`src/hw/rtl/dctcp_rate_update_assert.svh`:
```
// Assertion macros for the rate update block
`ifndef DCTCP_RATE_UPDATE_ASSERT_SVH
`define DCTCP_RATE_UPDATE_ASSERT_SVH
`ifndef SYNTHESIS
`define DRU_ASSERT_IMP(lbl, a, c) lbl: assert property (@(posedge clk) disable iff (!rst_n) \
  (a) |-> (c)) else $error("assertion failed");
`define DRU_ASSERT_NXT(lbl, a, c) lbl: assert property (@(posedge clk) disable iff (!rst_n) \
  (a) |=> (c)) else $error("assertion failed");
`else
`define DRU_ASSERT_IMP(lbl, a, c)
`define DRU_ASSERT_NXT(lbl, a, c)
`endif
`endif

```
`src/hw/rtl/dru_pkg.sv`:
```
// ----------------------------------------------------------------------------
// dru_pkg
// Shared types and constants of the DCTCP rate update block.
// ----------------------------------------------------------------------------
package dru_pkg;
  localparam logic [31:0] FULL32 = 32'hFFFF_FFFF;

  // register indexes
  localparam logic [2:0] REG_INIT_RATE = 3'd0;
  localparam logic [2:0] REG_MIN_RATE  = 3'd1;
  localparam logic [2:0] REG_MIN_ACKS  = 3'd2;
  localparam logic [2:0] REG_ECN_W     = 3'd3;
  localparam logic [2:0] REG_ADD_STEP  = 3'd4;
  localparam logic [2:0] REG_MULT_INC  = 3'd5;

  typedef enum logic [3:0] {
    ST_IDLE, ST_SAMP_MUL, ST_SAMP_DIV, ST_MEAS, ST_DECIDE,
    ST_FRAC_DIV, ST_EWMA_MUL, ST_PREV_MUL, ST_EWMA_DIV, ST_CUT_MUL, ST_MI_MUL,
    ST_RATE_DIV, ST_FINISH, ST_OUT
  } state_t;

  // request to the serial multiply/divide unit
  typedef struct packed {
    logic        mul_go;
    logic        div_go;
    logic [63:0] a;
    logic [31:0] b;
    logic [95:0] num;
    logic [63:0] den;
  } mdu_req_t;

  typedef struct packed {
    logic        busy;
    logic [95:0] res;
  } mdu_rsp_t;
endpackage

```
`src/hw/rtl/dru_if.sv`:
```
// ----------------------------------------------------------------------------
// dru_in_if / dru_out_if
// Valid/ready channels carrying one tick and one result.
// ----------------------------------------------------------------------------
interface dru_in_if;
  logic        valid;
  logic        ready;
  logic        mode;
  logic [31:0] ack_count;
  logic [31:0] acked_bytes;
  logic [31:0] ecn_bytes;
  logic [31:0] drop_count;
  logic [31:0] interval_us;
  logic        retransmitted;
  modport source (output valid, mode, ack_count, acked_bytes, ecn_bytes, drop_count,
                  interval_us, retransmitted, input ready);
  modport sink (input valid, mode, ack_count, acked_bytes, ecn_bytes, drop_count,
                interval_us, retransmitted, output ready);
endinterface

interface dru_out_if;
  logic        valid;
  logic        ready;
  logic [31:0] rate;
  logic        updated;
  logic        in_slow_start;
  logic [31:0] ecn_fraction;
  logic [31:0] measured_rate;
  modport source (output valid, rate, updated, in_slow_start, ecn_fraction, measured_rate,
                  input ready);
  modport sink (input valid, rate, updated, in_slow_start, ecn_fraction, measured_rate,
                output ready);
endinterface

```
`src/hw/rtl/dru_mdu.sv`:
```
// ----------------------------------------------------------------------------
// dru_mdu
// Bit-serial unit: shift-add multiply (64 x 32) and restoring divide (96 / 64),
// one bit per cycle.
// ----------------------------------------------------------------------------
module dru_mdu (
  input  logic              clk,
  input  logic              rst_n,
  input  dru_pkg::mdu_req_t req,
  output dru_pkg::mdu_rsp_t rsp
);
  logic        busy_r, busy_nxt;
  logic        is_div_r, is_div_nxt;
  logic [6:0]  cnt_r, cnt_nxt;
  logic [95:0] acc_r, acc_nxt;     // product or quotient/dividend shifter
  logic [95:0] mc_r, mc_nxt;       // shifted multiplicand
  logic [31:0] mp_r, mp_nxt;       // multiplier bits
  logic [64:0] rem_r, rem_nxt;
  logic [63:0] den_r, den_nxt;
  logic [64:0] rem_sh;
  logic [65:0] diff;

  assign rem_sh = {rem_r[63:0], acc_r[95]};
  assign diff   = {1'b0, rem_sh} - {2'b00, den_r};

  // advance one bit per cycle
  always_comb begin
    busy_nxt = busy_r; is_div_nxt = is_div_r; cnt_nxt = cnt_r; acc_nxt = acc_r;
    mc_nxt = mc_r; mp_nxt = mp_r; rem_nxt = rem_r; den_nxt = den_r;
    if (!busy_r) begin
      if (req.mul_go) begin
        busy_nxt = 1'b1; is_div_nxt = 1'b0; cnt_nxt = 7'd32;
        acc_nxt = '0; mc_nxt = {32'd0, req.a}; mp_nxt = req.b;
      end else if (req.div_go) begin
        busy_nxt = 1'b1; is_div_nxt = 1'b1; cnt_nxt = 7'd96;
        acc_nxt = req.num; rem_nxt = '0; den_nxt = req.den;
      end
    end else begin
      cnt_nxt = cnt_r - 7'd1;
      if (cnt_r == 7'd1) busy_nxt = 1'b0;
      if (is_div_r) begin
        if (!diff[65]) begin
          rem_nxt = diff[64:0];
          acc_nxt = {acc_r[94:0], 1'b1};
        end else begin
          rem_nxt = rem_sh;
          acc_nxt = {acc_r[94:0], 1'b0};
        end
      end else begin
        if (mp_r[0]) acc_nxt = acc_r + mc_r;
        mc_nxt = {mc_r[94:0], 1'b0};
        mp_nxt = {1'b0, mp_r[31:1]};
      end
    end
  end

  always_ff @(posedge clk) begin
    if (!rst_n) begin
      busy_r <= 1'b0; cnt_r <= '0;
    end else begin
      busy_r <= busy_nxt; cnt_r <= cnt_nxt;
    end
    is_div_r <= is_div_nxt; acc_r <= acc_nxt; mc_r <= mc_nxt; mp_r <= mp_nxt;
    rem_r <= rem_nxt; den_r <= den_nxt;
  end

  assign rsp.busy = busy_r;
  assign rsp.res  = acc_r;
endmodule

```
`src/hw/rtl/dru_regs.sv`:
```
// ----------------------------------------------------------------------------
// dru_regs
// APB register file holding the six 32-bit control registers.
// ----------------------------------------------------------------------------
module dru_regs (
  input  logic        clk,
  input  logic        rst_n,
  input  logic        cfg_psel,
  input  logic        cfg_penable,
  input  logic        cfg_pwrite,
  input  logic [4:0]  cfg_paddr,
  input  logic [31:0] cfg_pwdata,
  output logic [31:0] cfg_prdata,
  output logic        cfg_pready,
  output logic [31:0] init_rate,
  output logic [31:0] min_rate,
  output logic [31:0] min_acks,
  output logic [31:0] ecn_weight,
  output logic [31:0] add_step,
  output logic [31:0] mult_increase
);
  logic [31:0] regs_r [6];
  logic [2:0]  idx;
  logic        wr;

  assign idx = cfg_paddr[4:2];
  assign wr  = cfg_psel && cfg_penable && cfg_pwrite;
  assign cfg_pready = 1'b1;

  // write beat
  always_ff @(posedge clk) begin
    if (!rst_n) begin
      for (int i = 0; i < 6; i++) regs_r[i] <= '0;
    end else if (wr && idx < 3'd6) begin
      regs_r[idx] <= cfg_pwdata;
    end
  end

  always_comb begin
    cfg_prdata = '0;
    if (idx < 3'd6) cfg_prdata = regs_r[idx];
  end

  assign init_rate     = regs_r[dru_pkg::REG_INIT_RATE];
  assign min_rate      = regs_r[dru_pkg::REG_MIN_RATE];
  assign min_acks      = regs_r[dru_pkg::REG_MIN_ACKS];
  assign ecn_weight    = regs_r[dru_pkg::REG_ECN_W];
  assign add_step      = regs_r[dru_pkg::REG_ADD_STEP];
  assign mult_increase = regs_r[dru_pkg::REG_MULT_INC];
endmodule

```
`src/hw/rtl/dctcp_rate_update.sv`:
```
// ----------------------------------------------------------------------------
// dctcp_rate_update
// Per-flow DCTCP rate controller around a bit-serial multiply/divide unit.
// ----------------------------------------------------------------------------
// Flow: a restart or a tick with too few acks goes straight to the result beat;
//   an update steps through sampling, the decision and, as needed, serial multiplies and divides.
// Throughput: one item at a time; the next tick is taken the cycle after the
//   result beat leaves.
// Reset: synchronous active-low rst_n clears flow state and registers.
`include "dctcp_rate_update_assert.svh"
module dctcp_rate_update (
  input  logic        clk,
  input  logic        rst_n,
  dru_in_if.sink      in_ch,
  dru_out_if.source   out_ch,
  input  logic        cfg_psel,
  input  logic        cfg_penable,
  input  logic        cfg_pwrite,
  input  logic [4:0]  cfg_paddr,
  input  logic [31:0] cfg_pwdata,
  output logic [31:0] cfg_prdata,
  output logic        cfg_pready
);
  logic [31:0] init_rate, min_rate, min_acks, ecn_weight, add_step, mult_increase;

  dru_regs u_regs (
    .clk, .rst_n, .cfg_psel, .cfg_penable, .cfg_pwrite, .cfg_paddr, .cfg_pwdata,
    .cfg_prdata, .cfg_pready, .init_rate, .min_rate, .min_acks, .ecn_weight,
    .add_step, .mult_increase
  );

  dru_pkg::mdu_req_t req;
  dru_pkg::mdu_rsp_t rsp;
  dru_mdu u_mdu (.clk, .rst_n, .req, .rsp);

  dru_pkg::state_t st_r, st_nxt;
  logic        started_r, started_nxt;   // unit launched in current state

  logic [31:0] cur_rate_r, cur_rate_nxt, ecn_avg_r, ecn_avg_nxt, meas_r, meas_nxt;
  logic        ss_r, ss_nxt, upd_r, upd_nxt;
  logic [31:0] p_acks_r, p_acks_nxt, p_bytes_r, p_bytes_nxt, p_ecn_r, p_ecn_nxt;
  logic [31:0] p_drops_r, p_drops_nxt;
  logic        p_retx_r, p_retx_nxt;
  // working copies of one tick
  logic [31:0] bytes_r, bytes_nxt, mark_r, mark_nxt, drops_r, drops_nxt, us_r, us_nxt;
  logic        retx_r, retx_nxt;
  logic [31:0] rate_r, rate_nxt, samp_r, samp_nxt, frac_r, frac_nxt;
  logic [95:0] tmp_r, tmp_nxt;

  logic [31:0] acks_s, bytes_s, mark_s, drops_s;
  logic [32:0] sum33;
  logic [34:0] meas_sum;
  logic [31:0] rate_fl;

  assign acks_s  = p_acks_r + in_ch.ack_count;
  assign bytes_s = p_bytes_r + in_ch.acked_bytes;
  assign mark_s  = p_ecn_r + in_ch.ecn_bytes;
  assign drops_s = p_drops_r + in_ch.drop_count;
  assign meas_sum = {meas_r, 3'b000} - {3'b000, meas_r} + {3'b000, samp_r};
  assign rate_fl  = (rate_r < min_rate) ? min_rate : rate_r;

  // next state
  always_comb begin
    st_nxt = st_r;
    unique case (st_r)
      dru_pkg::ST_IDLE: if (in_ch.valid) begin
        if (in_ch.mode || acks_s < min_acks) st_nxt = dru_pkg::ST_OUT;
        else st_nxt = dru_pkg::ST_SAMP_MUL;
      end
      dru_pkg::ST_SAMP_MUL: if (us_r == '0) st_nxt = dru_pkg::ST_MEAS;
        else if (started_r && !rsp.busy) st_nxt = dru_pkg::ST_SAMP_DIV;
      dru_pkg::ST_SAMP_DIV, dru_pkg::ST_FRAC_DIV, dru_pkg::ST_EWMA_DIV,
      dru_pkg::ST_RATE_DIV, dru_pkg::ST_EWMA_MUL, dru_pkg::ST_PREV_MUL,
      dru_pkg::ST_CUT_MUL, dru_pkg::ST_MI_MUL: if (started_r && !rsp.busy) begin
        unique case (st_r)
          dru_pkg::ST_SAMP_DIV: st_nxt = dru_pkg::ST_MEAS;
          dru_pkg::ST_FRAC_DIV: st_nxt = dru_pkg::ST_EWMA_MUL;
          dru_pkg::ST_EWMA_MUL: st_nxt = dru_pkg::ST_PREV_MUL;
          dru_pkg::ST_PREV_MUL: st_nxt = dru_pkg::ST_EWMA_DIV;
          dru_pkg::ST_EWMA_DIV: st_nxt = (mark_r != '0) ? dru_pkg::ST_CUT_MUL :
                                         (mult_increase == '0) ? dru_pkg::ST_FINISH :
                                         dru_pkg::ST_MI_MUL;
          dru_pkg::ST_CUT_MUL, dru_pkg::ST_MI_MUL: st_nxt = dru_pkg::ST_RATE_DIV;
          default: st_nxt = dru_pkg::ST_FINISH;
        endcase
      end
      dru_pkg::ST_MEAS: st_nxt = dru_pkg::ST_DECIDE;
      dru_pkg::ST_DECIDE: begin
        if (ss_r && drops_r == '0 && mark_r == '0 && !retx_r) st_nxt = dru_pkg::ST_FINISH;
        else if (drops_r != '0 || retx_r) st_nxt = dru_pkg::ST_FINISH;
        else if (bytes_r != '0) st_nxt = dru_pkg::ST_FRAC_DIV;
        else if (mark_r != '0) st_nxt = dru_pkg::ST_CUT_MUL;
        else if (mult_increase == '0) st_nxt = dru_pkg::ST_FINISH;
        else st_nxt = dru_pkg::ST_MI_MUL;
      end
      dru_pkg::ST_FINISH: st_nxt = dru_pkg::ST_OUT;
      dru_pkg::ST_OUT: if (out_ch.ready) st_nxt = dru_pkg::ST_IDLE;
      default: st_nxt = dru_pkg::ST_IDLE;
    endcase
  end

  // datapath and unit requests
  always_comb begin
    started_nxt = 1'b0;
    cur_rate_nxt = cur_rate_r; ecn_avg_nxt = ecn_avg_r; meas_nxt = meas_r;
    ss_nxt = ss_r; upd_nxt = upd_r;
    p_acks_nxt = p_acks_r; p_bytes_nxt = p_bytes_r; p_ecn_nxt = p_ecn_r;
    p_drops_nxt = p_drops_r; p_retx_nxt = p_retx_r;
    bytes_nxt = bytes_r; mark_nxt = mark_r; drops_nxt = drops_r; us_nxt = us_r;
    retx_nxt = retx_r; rate_nxt = rate_r; samp_nxt = samp_r; frac_nxt = frac_r;
    tmp_nxt = tmp_r;
    sum33 = '0;
    req = '0;
    unique case (st_r)
      dru_pkg::ST_IDLE: if (in_ch.valid) begin
        upd_nxt = 1'b0;
        if (in_ch.mode) begin
          cur_rate_nxt = init_rate; ss_nxt = 1'b1; ecn_avg_nxt = '0; meas_nxt = '0;
          p_acks_nxt = '0; p_bytes_nxt = '0; p_ecn_nxt = '0; p_drops_nxt = '0;
          p_retx_nxt = 1'b0;
        end else if (acks_s < min_acks) begin
          p_acks_nxt = acks_s; p_bytes_nxt = bytes_s; p_ecn_nxt = mark_s;
          p_drops_nxt = drops_s; p_retx_nxt = p_retx_r | in_ch.retransmitted;
        end else begin
          upd_nxt = 1'b1;
          bytes_nxt = bytes_s; mark_nxt = mark_s; drops_nxt = drops_s;
          us_nxt = in_ch.interval_us; retx_nxt = p_retx_r | in_ch.retransmitted;
          rate_nxt = cur_rate_r; samp_nxt = '0;
          p_acks_nxt = '0; p_bytes_nxt = '0; p_ecn_nxt = '0; p_drops_nxt = '0;
          p_retx_nxt = 1'b0;
        end
      end
      dru_pkg::ST_SAMP_MUL: begin
        req.a = {32'd0, bytes_r}; req.b = 32'd8000;
        req.mul_go = !started_r && us_r != '0; started_nxt = !(started_r && !rsp.busy);
      end
      dru_pkg::ST_SAMP_DIV: begin
        req.num = {32'd0, rsp.res[63:0]}; req.den = {32'd0, us_r};
        req.div_go = !started_r; started_nxt = !(started_r && !rsp.busy);
        if (started_r && !rsp.busy)
          samp_nxt = (rsp.res[95:32] != '0) ? dru_pkg::FULL32 : rsp.res[31:0];
      end
      dru_pkg::ST_MEAS: meas_nxt = meas_sum[34:3];
      dru_pkg::ST_DECIDE: begin
        if (ss_r) begin
          if (drops_r == '0 && mark_r == '0 && !retx_r)
            rate_nxt = rate_r[31] ? dru_pkg::FULL32 : {rate_r[30:0], 1'b0};
          else ss_nxt = 1'b0;
        end
        if (!(ss_r && drops_r == '0 && mark_r == '0 && !retx_r)) begin
          if (drops_r != '0 || retx_r) rate_nxt = {1'b0, rate_r[31:1]};
          else begin
            // clip marks to bytes only when bytes were acked
            if (bytes_r != '0 && mark_r > bytes_r) mark_nxt = bytes_r;
            if (bytes_r == '0 && mark_r == '0) begin
              sum33 = {1'b0, rate_r} + {1'b0, add_step};
              if (mult_increase == '0)
                rate_nxt = sum33[32] ? dru_pkg::FULL32 : sum33[31:0];
            end
          end
        end
      end
      dru_pkg::ST_FRAC_DIV: begin
        req.num = {32'd0, mark_r, 32'd0} - {64'd0, mark_r};
        req.den = {32'd0, bytes_r};
        req.div_go = !started_r; started_nxt = !(started_r && !rsp.busy);
        if (started_r && !rsp.busy) frac_nxt = rsp.res[31:0];
      end
      dru_pkg::ST_EWMA_MUL: begin
        // new fraction times its weight
        req.a = {32'd0, frac_r}; req.b = ecn_weight;
        req.mul_go = !started_r; started_nxt = !(started_r && !rsp.busy);
        if (started_r && !rsp.busy) tmp_nxt = rsp.res;
      end
      dru_pkg::ST_PREV_MUL: begin
        // add the previous average times the remaining weight
        req.a = {32'd0, ecn_avg_r}; req.b = dru_pkg::FULL32 - ecn_weight;
        req.mul_go = !started_r; started_nxt = !(started_r && !rsp.busy);
        if (started_r && !rsp.busy) tmp_nxt = {32'd0, tmp_r[63:0] + rsp.res[63:0]};
      end
      dru_pkg::ST_EWMA_DIV: begin
        // scale the weighted sum back by 2^32-1
        req.num = tmp_r; req.den = {32'd0, dru_pkg::FULL32};
        req.div_go = !started_r; started_nxt = !(started_r && !rsp.busy);
        if (started_r && !rsp.busy) begin
          ecn_avg_nxt = rsp.res[31:0];
          sum33 = {1'b0, rate_r} + {1'b0, add_step};
          if (mark_r == '0 && mult_increase == '0)
            rate_nxt = sum33[32] ? dru_pkg::FULL32 : sum33[31:0];
        end
      end
      dru_pkg::ST_CUT_MUL: begin
        req.a = {32'd0, rate_r}; req.b = dru_pkg::FULL32 - {1'b0, ecn_avg_r[31:1]};
        req.mul_go = !started_r; started_nxt = !(started_r && !rsp.busy);
        if (started_r && !rsp.busy) tmp_nxt = rsp.res;
      end
      dru_pkg::ST_MI_MUL: begin
        req.a = {32'd0, rate_r}; req.b = mult_increase;
        req.mul_go = !started_r; started_nxt = !(started_r && !rsp.busy);
        if (started_r && !rsp.busy) tmp_nxt = rsp.res;
      end
      dru_pkg::ST_RATE_DIV: begin
        req.num = tmp_r; req.den = {32'd0, dru_pkg::FULL32};
        req.div_go = !started_r; started_nxt = !(started_r && !rsp.busy);
        if (started_r && !rsp.busy) begin
          if (mark_r != '0) rate_nxt = rsp.res[31:0];
          else begin
            sum33 = {1'b0, rate_r} + {1'b0, rsp.res[31:0]};
            rate_nxt = (rsp.res[95:32] != '0 || sum33[32]) ? dru_pkg::FULL32 : sum33[31:0];
          end
        end
      end
      dru_pkg::ST_FINISH: cur_rate_nxt = rate_fl;
      dru_pkg::ST_OUT: ;
      default: ;
    endcase
  end

  always_ff @(posedge clk) begin
    if (!rst_n) begin
      st_r <= dru_pkg::ST_IDLE; started_r <= 1'b0;
      cur_rate_r <= '0; ecn_avg_r <= '0; meas_r <= '0; ss_r <= 1'b0; upd_r <= 1'b0;
      p_acks_r <= '0; p_bytes_r <= '0; p_ecn_r <= '0; p_drops_r <= '0; p_retx_r <= 1'b0;
    end else begin
      st_r <= st_nxt; started_r <= started_nxt;
      cur_rate_r <= cur_rate_nxt; ecn_avg_r <= ecn_avg_nxt; meas_r <= meas_nxt;
      ss_r <= ss_nxt; upd_r <= upd_nxt;
      p_acks_r <= p_acks_nxt; p_bytes_r <= p_bytes_nxt; p_ecn_r <= p_ecn_nxt;
      p_drops_r <= p_drops_nxt; p_retx_r <= p_retx_nxt;
    end
    bytes_r <= bytes_nxt; mark_r <= mark_nxt; drops_r <= drops_nxt; us_r <= us_nxt;
    retx_r <= retx_nxt; rate_r <= rate_nxt; samp_r <= samp_nxt; frac_r <= frac_nxt;
    tmp_r <= tmp_nxt;
  end

  assign in_ch.ready          = (st_r == dru_pkg::ST_IDLE);
  assign out_ch.valid         = (st_r == dru_pkg::ST_OUT);
  assign out_ch.rate          = cur_rate_r;
  assign out_ch.updated       = upd_r;
  assign out_ch.in_slow_start = ss_r;
  assign out_ch.ecn_fraction  = ecn_avg_r;
  assign out_ch.measured_rate = meas_r;

  `DRU_ASSERT_IMP(a_excl, out_ch.valid, !in_ch.ready)
  `DRU_ASSERT_NXT(a_restart, in_ch.valid && in_ch.ready && in_ch.mode, out_ch.valid && !out_ch.updated)
  `DRU_ASSERT_NXT(a_hold, out_ch.valid && !out_ch.ready, out_ch.valid && $stable(out_ch.rate))
endmodule

```
`src/flat_wrapper.sv`:
```
// flat-port wrapper written by rule: the top's interface ports become plain ports
module dctcp_rate_update_flat 
  (clk, rst_n, cfg_psel, cfg_penable, cfg_pwrite, cfg_paddr, cfg_pwdata, cfg_prdata, cfg_pready, in_ch_valid, in_ch_mode, in_ch_ack_count, in_ch_acked_bytes, in_ch_ecn_bytes, in_ch_drop_count, in_ch_interval_us, in_ch_retransmitted, in_ch_ready, out_ch_valid, out_ch_rate, out_ch_updated, out_ch_in_slow_start, out_ch_ecn_fraction, out_ch_measured_rate, out_ch_ready);
  dru_in_if in_ch_i ();
  dru_out_if out_ch_i ();
  input  logic clk;
  input  logic rst_n;
  input  logic cfg_psel;
  input  logic cfg_penable;
  input  logic cfg_pwrite;
  input  logic [4:0] cfg_paddr;
  input  logic [31:0] cfg_pwdata;
  output logic [31:0] cfg_prdata;
  output logic cfg_pready;
  input wire logic [$bits(in_ch_i.valid)-1:0] in_ch_valid;
  input wire logic [$bits(in_ch_i.mode)-1:0] in_ch_mode;
  input wire logic [$bits(in_ch_i.ack_count)-1:0] in_ch_ack_count;
  input wire logic [$bits(in_ch_i.acked_bytes)-1:0] in_ch_acked_bytes;
  input wire logic [$bits(in_ch_i.ecn_bytes)-1:0] in_ch_ecn_bytes;
  input wire logic [$bits(in_ch_i.drop_count)-1:0] in_ch_drop_count;
  input wire logic [$bits(in_ch_i.interval_us)-1:0] in_ch_interval_us;
  input wire logic [$bits(in_ch_i.retransmitted)-1:0] in_ch_retransmitted;
  output wire logic [$bits(in_ch_i.ready)-1:0] in_ch_ready;
  output wire logic [$bits(out_ch_i.valid)-1:0] out_ch_valid;
  output wire logic [$bits(out_ch_i.rate)-1:0] out_ch_rate;
  output wire logic [$bits(out_ch_i.updated)-1:0] out_ch_updated;
  output wire logic [$bits(out_ch_i.in_slow_start)-1:0] out_ch_in_slow_start;
  output wire logic [$bits(out_ch_i.ecn_fraction)-1:0] out_ch_ecn_fraction;
  output wire logic [$bits(out_ch_i.measured_rate)-1:0] out_ch_measured_rate;
  input wire logic [$bits(out_ch_i.ready)-1:0] out_ch_ready;
  assign in_ch_i.valid = in_ch_valid;
  assign in_ch_i.mode = in_ch_mode;
  assign in_ch_i.ack_count = in_ch_ack_count;
  assign in_ch_i.acked_bytes = in_ch_acked_bytes;
  assign in_ch_i.ecn_bytes = in_ch_ecn_bytes;
  assign in_ch_i.drop_count = in_ch_drop_count;
  assign in_ch_i.interval_us = in_ch_interval_us;
  assign in_ch_i.retransmitted = in_ch_retransmitted;
  assign in_ch_ready = in_ch_i.ready;
  assign out_ch_valid = out_ch_i.valid;
  assign out_ch_rate = out_ch_i.rate;
  assign out_ch_updated = out_ch_i.updated;
  assign out_ch_in_slow_start = out_ch_i.in_slow_start;
  assign out_ch_ecn_fraction = out_ch_i.ecn_fraction;
  assign out_ch_measured_rate = out_ch_i.measured_rate;
  assign out_ch_i.ready = out_ch_ready;
  dctcp_rate_update u_core (.clk(clk), .rst_n(rst_n), .in_ch(in_ch_i), .out_ch(out_ch_i), .cfg_psel(cfg_psel), .cfg_penable(cfg_penable), .cfg_pwrite(cfg_pwrite), .cfg_paddr(cfg_paddr), .cfg_pwdata(cfg_pwdata), .cfg_prdata(cfg_prdata), .cfg_pready(cfg_pready));
endmodule
```
`config.mk`:
```
export PLATFORM = sky130hd
export DESIGN_NAME = dctcp_rate_update_flat
export DESIGN_NICKNAME = d
export VERILOG_FILES = /design/src/hw/rtl/dru_pkg.sv /design/src/hw/rtl/dru_if.sv /design/src/hw/rtl/dru_mdu.sv /design/src/hw/rtl/dru_regs.sv /design/src/hw/rtl/dctcp_rate_update.sv /design/src/flat_wrapper.sv
export VERILOG_INCLUDE_DIRS = /design/src /design/src/hw/rtl
export SDC_FILE = /design/constraint.sdc
export NUM_CORES = 2
export LEC_CHECK = 0
export ABC_AREA = 1
export BUFFER_PORTS_ARGS = -buffer_cell sky130_fd_sc_hd__buf_2
export CAP_MARGIN = 0
export CORE_MARGIN = 3
export CORE_UTILIZATION = 40
export DETAILED_ROUTE_END_ITERATION = 10
export GPL_ROUTABILITY_DRIVEN = 0
export HOLD_SLACK_MARGIN = 0.15
export SYNTH_ARGS = -nofsm -noshare
export SYNTH_HDL_FRONTEND = slang
export SYNTH_HIERARCHICAL = 1
export SYNTH_SLANG_ARGS = --single-unit
export TNS_END_PERCENT = 100
```
`constraint.sdc`:
```
create_clock -name clk -period 7.2 [get_ports clk]
set_input_delay 1.44 -clock clk [delete_from_list [all_inputs] [get_ports clk]]
set_output_delay 1.44 -clock clk [all_outputs]
set_load 0.02 [all_outputs]
```
==> flow_summary.ini <==
[run_status]
status = complete, no violations

[place]
io_buffers = 335
dpl.cell_count = 16867
hpwl_mm = 296.6

[global_route]
grt_pass1_wl_mm = 552.6
grt_usage_pct = 31.05
grt_max_degree = 132
grt_overflow_total = 0
antenna_found_initial = 70
grt_pass1_vias = 84609

[power]
power_density_nw_per_um2 = 453.6
ir_worst_vdd_uv = 311.6
p_leak_nw = 49.00
power.total_mw = 46.63

[setup_path]
path_class = primary input to flip-flop
critPathMaxFanout = 32
crit_arrival_ps = 5960
crit_path_end_kind = flip-flop
r2r_slack_ps = 2050
cp-start-kind = primary input
timing.rr.start = u_core/p_acks_r[0]
cp.required_ps = 7690
r2r-end = u_core/samp_r[6]
worstSetupStartpoint = in_ch_ack_count[0]
reg2reg_depth = 22
endpoint = u_core/samp_r[6]

[sta]
post-route-min-period_ps = 5478
max_freq_ghz = 0.1826
setup_viol = 0
relSlewSlack_pct = 15.66
fin_worst_skew_ps = 74.73
rsz0062_at_grt = no
finalHoldViolations = 0
tightestPinTransition_ps = 1262
finalCritPeriodShare_pct = 76.08
tns_ps = 0
drv_slew = 0

[clock_tree]
cts_tree = done
cts_buffers = 142
clk-insertion-delay-late_ps = 850
cts_resized = 0
cts_setup_buffers = 0
clkSinkCount = 1170
h-tree-depth = 4
clk_path_buf_depth = 3
clockRootBuffer = clkbuf_16
path_clk_slew_ps = 60
ctsHoldBuffers = 0

[final_layout]
layout-drive-gt1-share_pct = 6.015
layout.cells.non_filler = 17158
regArea_sq_um = 32740
area_growth_pct = 11.03
final_nets = 14787
fill_cells = 23891
multi_input_area_sq_um = 50560

[min_path]
hold_path_depth = 2
holdCritPathClass = flip-flop to flip-flop
hold_path_startpoint = u_core/p_retx_r

[yosys]
synth_edf_count = 930
synth_area_leaders = edfxtp_1 30%, nand2_1 17%, inv_1 8.8%
synth_top_area_share_pct = 30.16
synth_flop_cell = edfxtp_1
avgSynthCellArea_sq_um = 6.779
seq_area_frac_synth_pct = 35.35
synth_cells = 13658
ys_seq_elements = 1170
yosysWarnings = 6
yosysTopAreaCell = edfxtp_1
synth_common_cells = 4159 x nand2_1, 2165 x inv_1, 1676 x nor2_1
synth_cell_types = 64
synth_area_sq_um = 92590
synth_most_common_cell = nand2_1
async_reset_ff_share_pct = 0

[drt]
vias_per_cell = 5.438
detail-route-antenna-nets = 0
dr.pass1.iters = 8
via_count = 93310
drc = 0
postRouteWirelength_mm = 380.5
drt_iter0_markers = 11565
wl_per_cell_microns = 22.18

[floorplanning]
die_y_microns = 487.1
core_sq_um = 228800
ios = 339
start_util_pct = 40.47
die-width_microns = 487.1
core.rowCount = 175
dieArea_sq_um = 237300

[flow_run]
cap_violations = 0
-- layout make-up --
cell class              count  area share [%]
clock buffers             175           3.645
flip-flops and latches   1170           31.84
diodes                     35         0.08519
inverters                2200           8.054
well taps                3009           3.662
repair buffers            448           2.580
clock inverters            81          0.9481
multi-input cells       10040           49.18
-- power breakdown --
group / internal (mW) / switching, mW / leakage (nW) / total [mW]
Sequential: 9.94 / 2.08 / 10.8 / 12.0
Combinational: 7.97 / 19.3 / 36.0 / 27.3
Clock: 4.10 / 3.23 / 2.25 / 7.33
Total: 22.0 / 24.6 / 49.0 / 46.6
-- placed cells by master (no fill, tap or decap), types with 44 or more instances in the layout --
cell,count
nor3_1,93
buf_2,334
o211ai_1,55
buf_4,104
ha_1,541
dfxtp_1,239
o21bai_1,67
o21ai_0,631
clkbuf_16,142
a22oi_1,49
a31oi_1,44
nand4_1,151
a21oi_1,875
xor2_1,129
conb_1,129
inv_1,2158
edfxtp_1,930
nor2_1,1662
xnor2_1,106
nor2_2,52
a21o_1,44
nand2_1,4157
a22o_1,57
nand3_1,764
-- cell families (layout without fill, tap and decap cells) --
kind of cell,Yosys count,count (layout),share of synthesized area (%)
adder cells (fa/ha/maj),579,579,8.132
other,3,164,0.01216
flip-flops,1170,1170,35.35
buffers and inverters,2574,2904,10.73
XOR/XNOR,235,235,2.223
AND/OR/NAND/NOR,7041,7041,30.90
AO/OA/AOI/OAI,2056,2056,12.65
-- critical path: stages --
cell and delay (ps):
buf_2 80, ha_1 150, inv_1 50, fa_1 390, inv_1 70, nand2_1 50
o21ai_1 370, a21oi_1 200, o21ai_0 500, nand2_1 100, nand2_1 120, xor2_1 200
inv_1 60, ha_1 290, nand2_1 50, o21ai_0 160, nand4_1 100, nand3_1 80
a21oi_1 40, nand2_1 380, o21ai_0 400, a21oi_4 210, buf_4 420
-- sequential cells by signal, indices dropped and copies added (netlist names), 64 cells and up --
register	count
u_core/tmp_r	96
u_core/u_mdu/acc_r	96
u_core/u_mdu/den_r	64
u_core/u_mdu/mc_r	96
u_core/u_mdu/rem_r	64
u_core/u_regs/regs_r	256
-- metrics by stage --
stage,instance area [sq um],hold slack [ps],utilization (%),setup slack (ps)
after floorplan,93070,436.0,-,623.8
after global placement,98000,446.7,42.83,955.0
after detailed placement,98000,450.2,42.83,972.1
after CTS,102700,459.6,44.89,1867
after global routing,102700,481.8,44.90,1367
final,102800,461.8,44.93,1722
-- worst min path at each step --
stage	to	slack, ps
after floorplan	u_core/p_retx_r	440
after global placement	u_core/p_retx_r	450
after detailed placement	u_core/p_retx_r	450
after CTS	u_core/p_retx_r	460
after global routing	u_core/p_drops_r[6]	480
final	u_core/p_retx_r	460
-- metal layers --
layer	up-vias	global-route usage (%)	part of all wire, %
met1	42718	41.58	41
met2	4836	44.77	41
met4	72	17.71	6.9
met3	979	8.568	12
met5	-	0	0.12
li1	44705	-	-
Power figures use the tool's default switching activity.
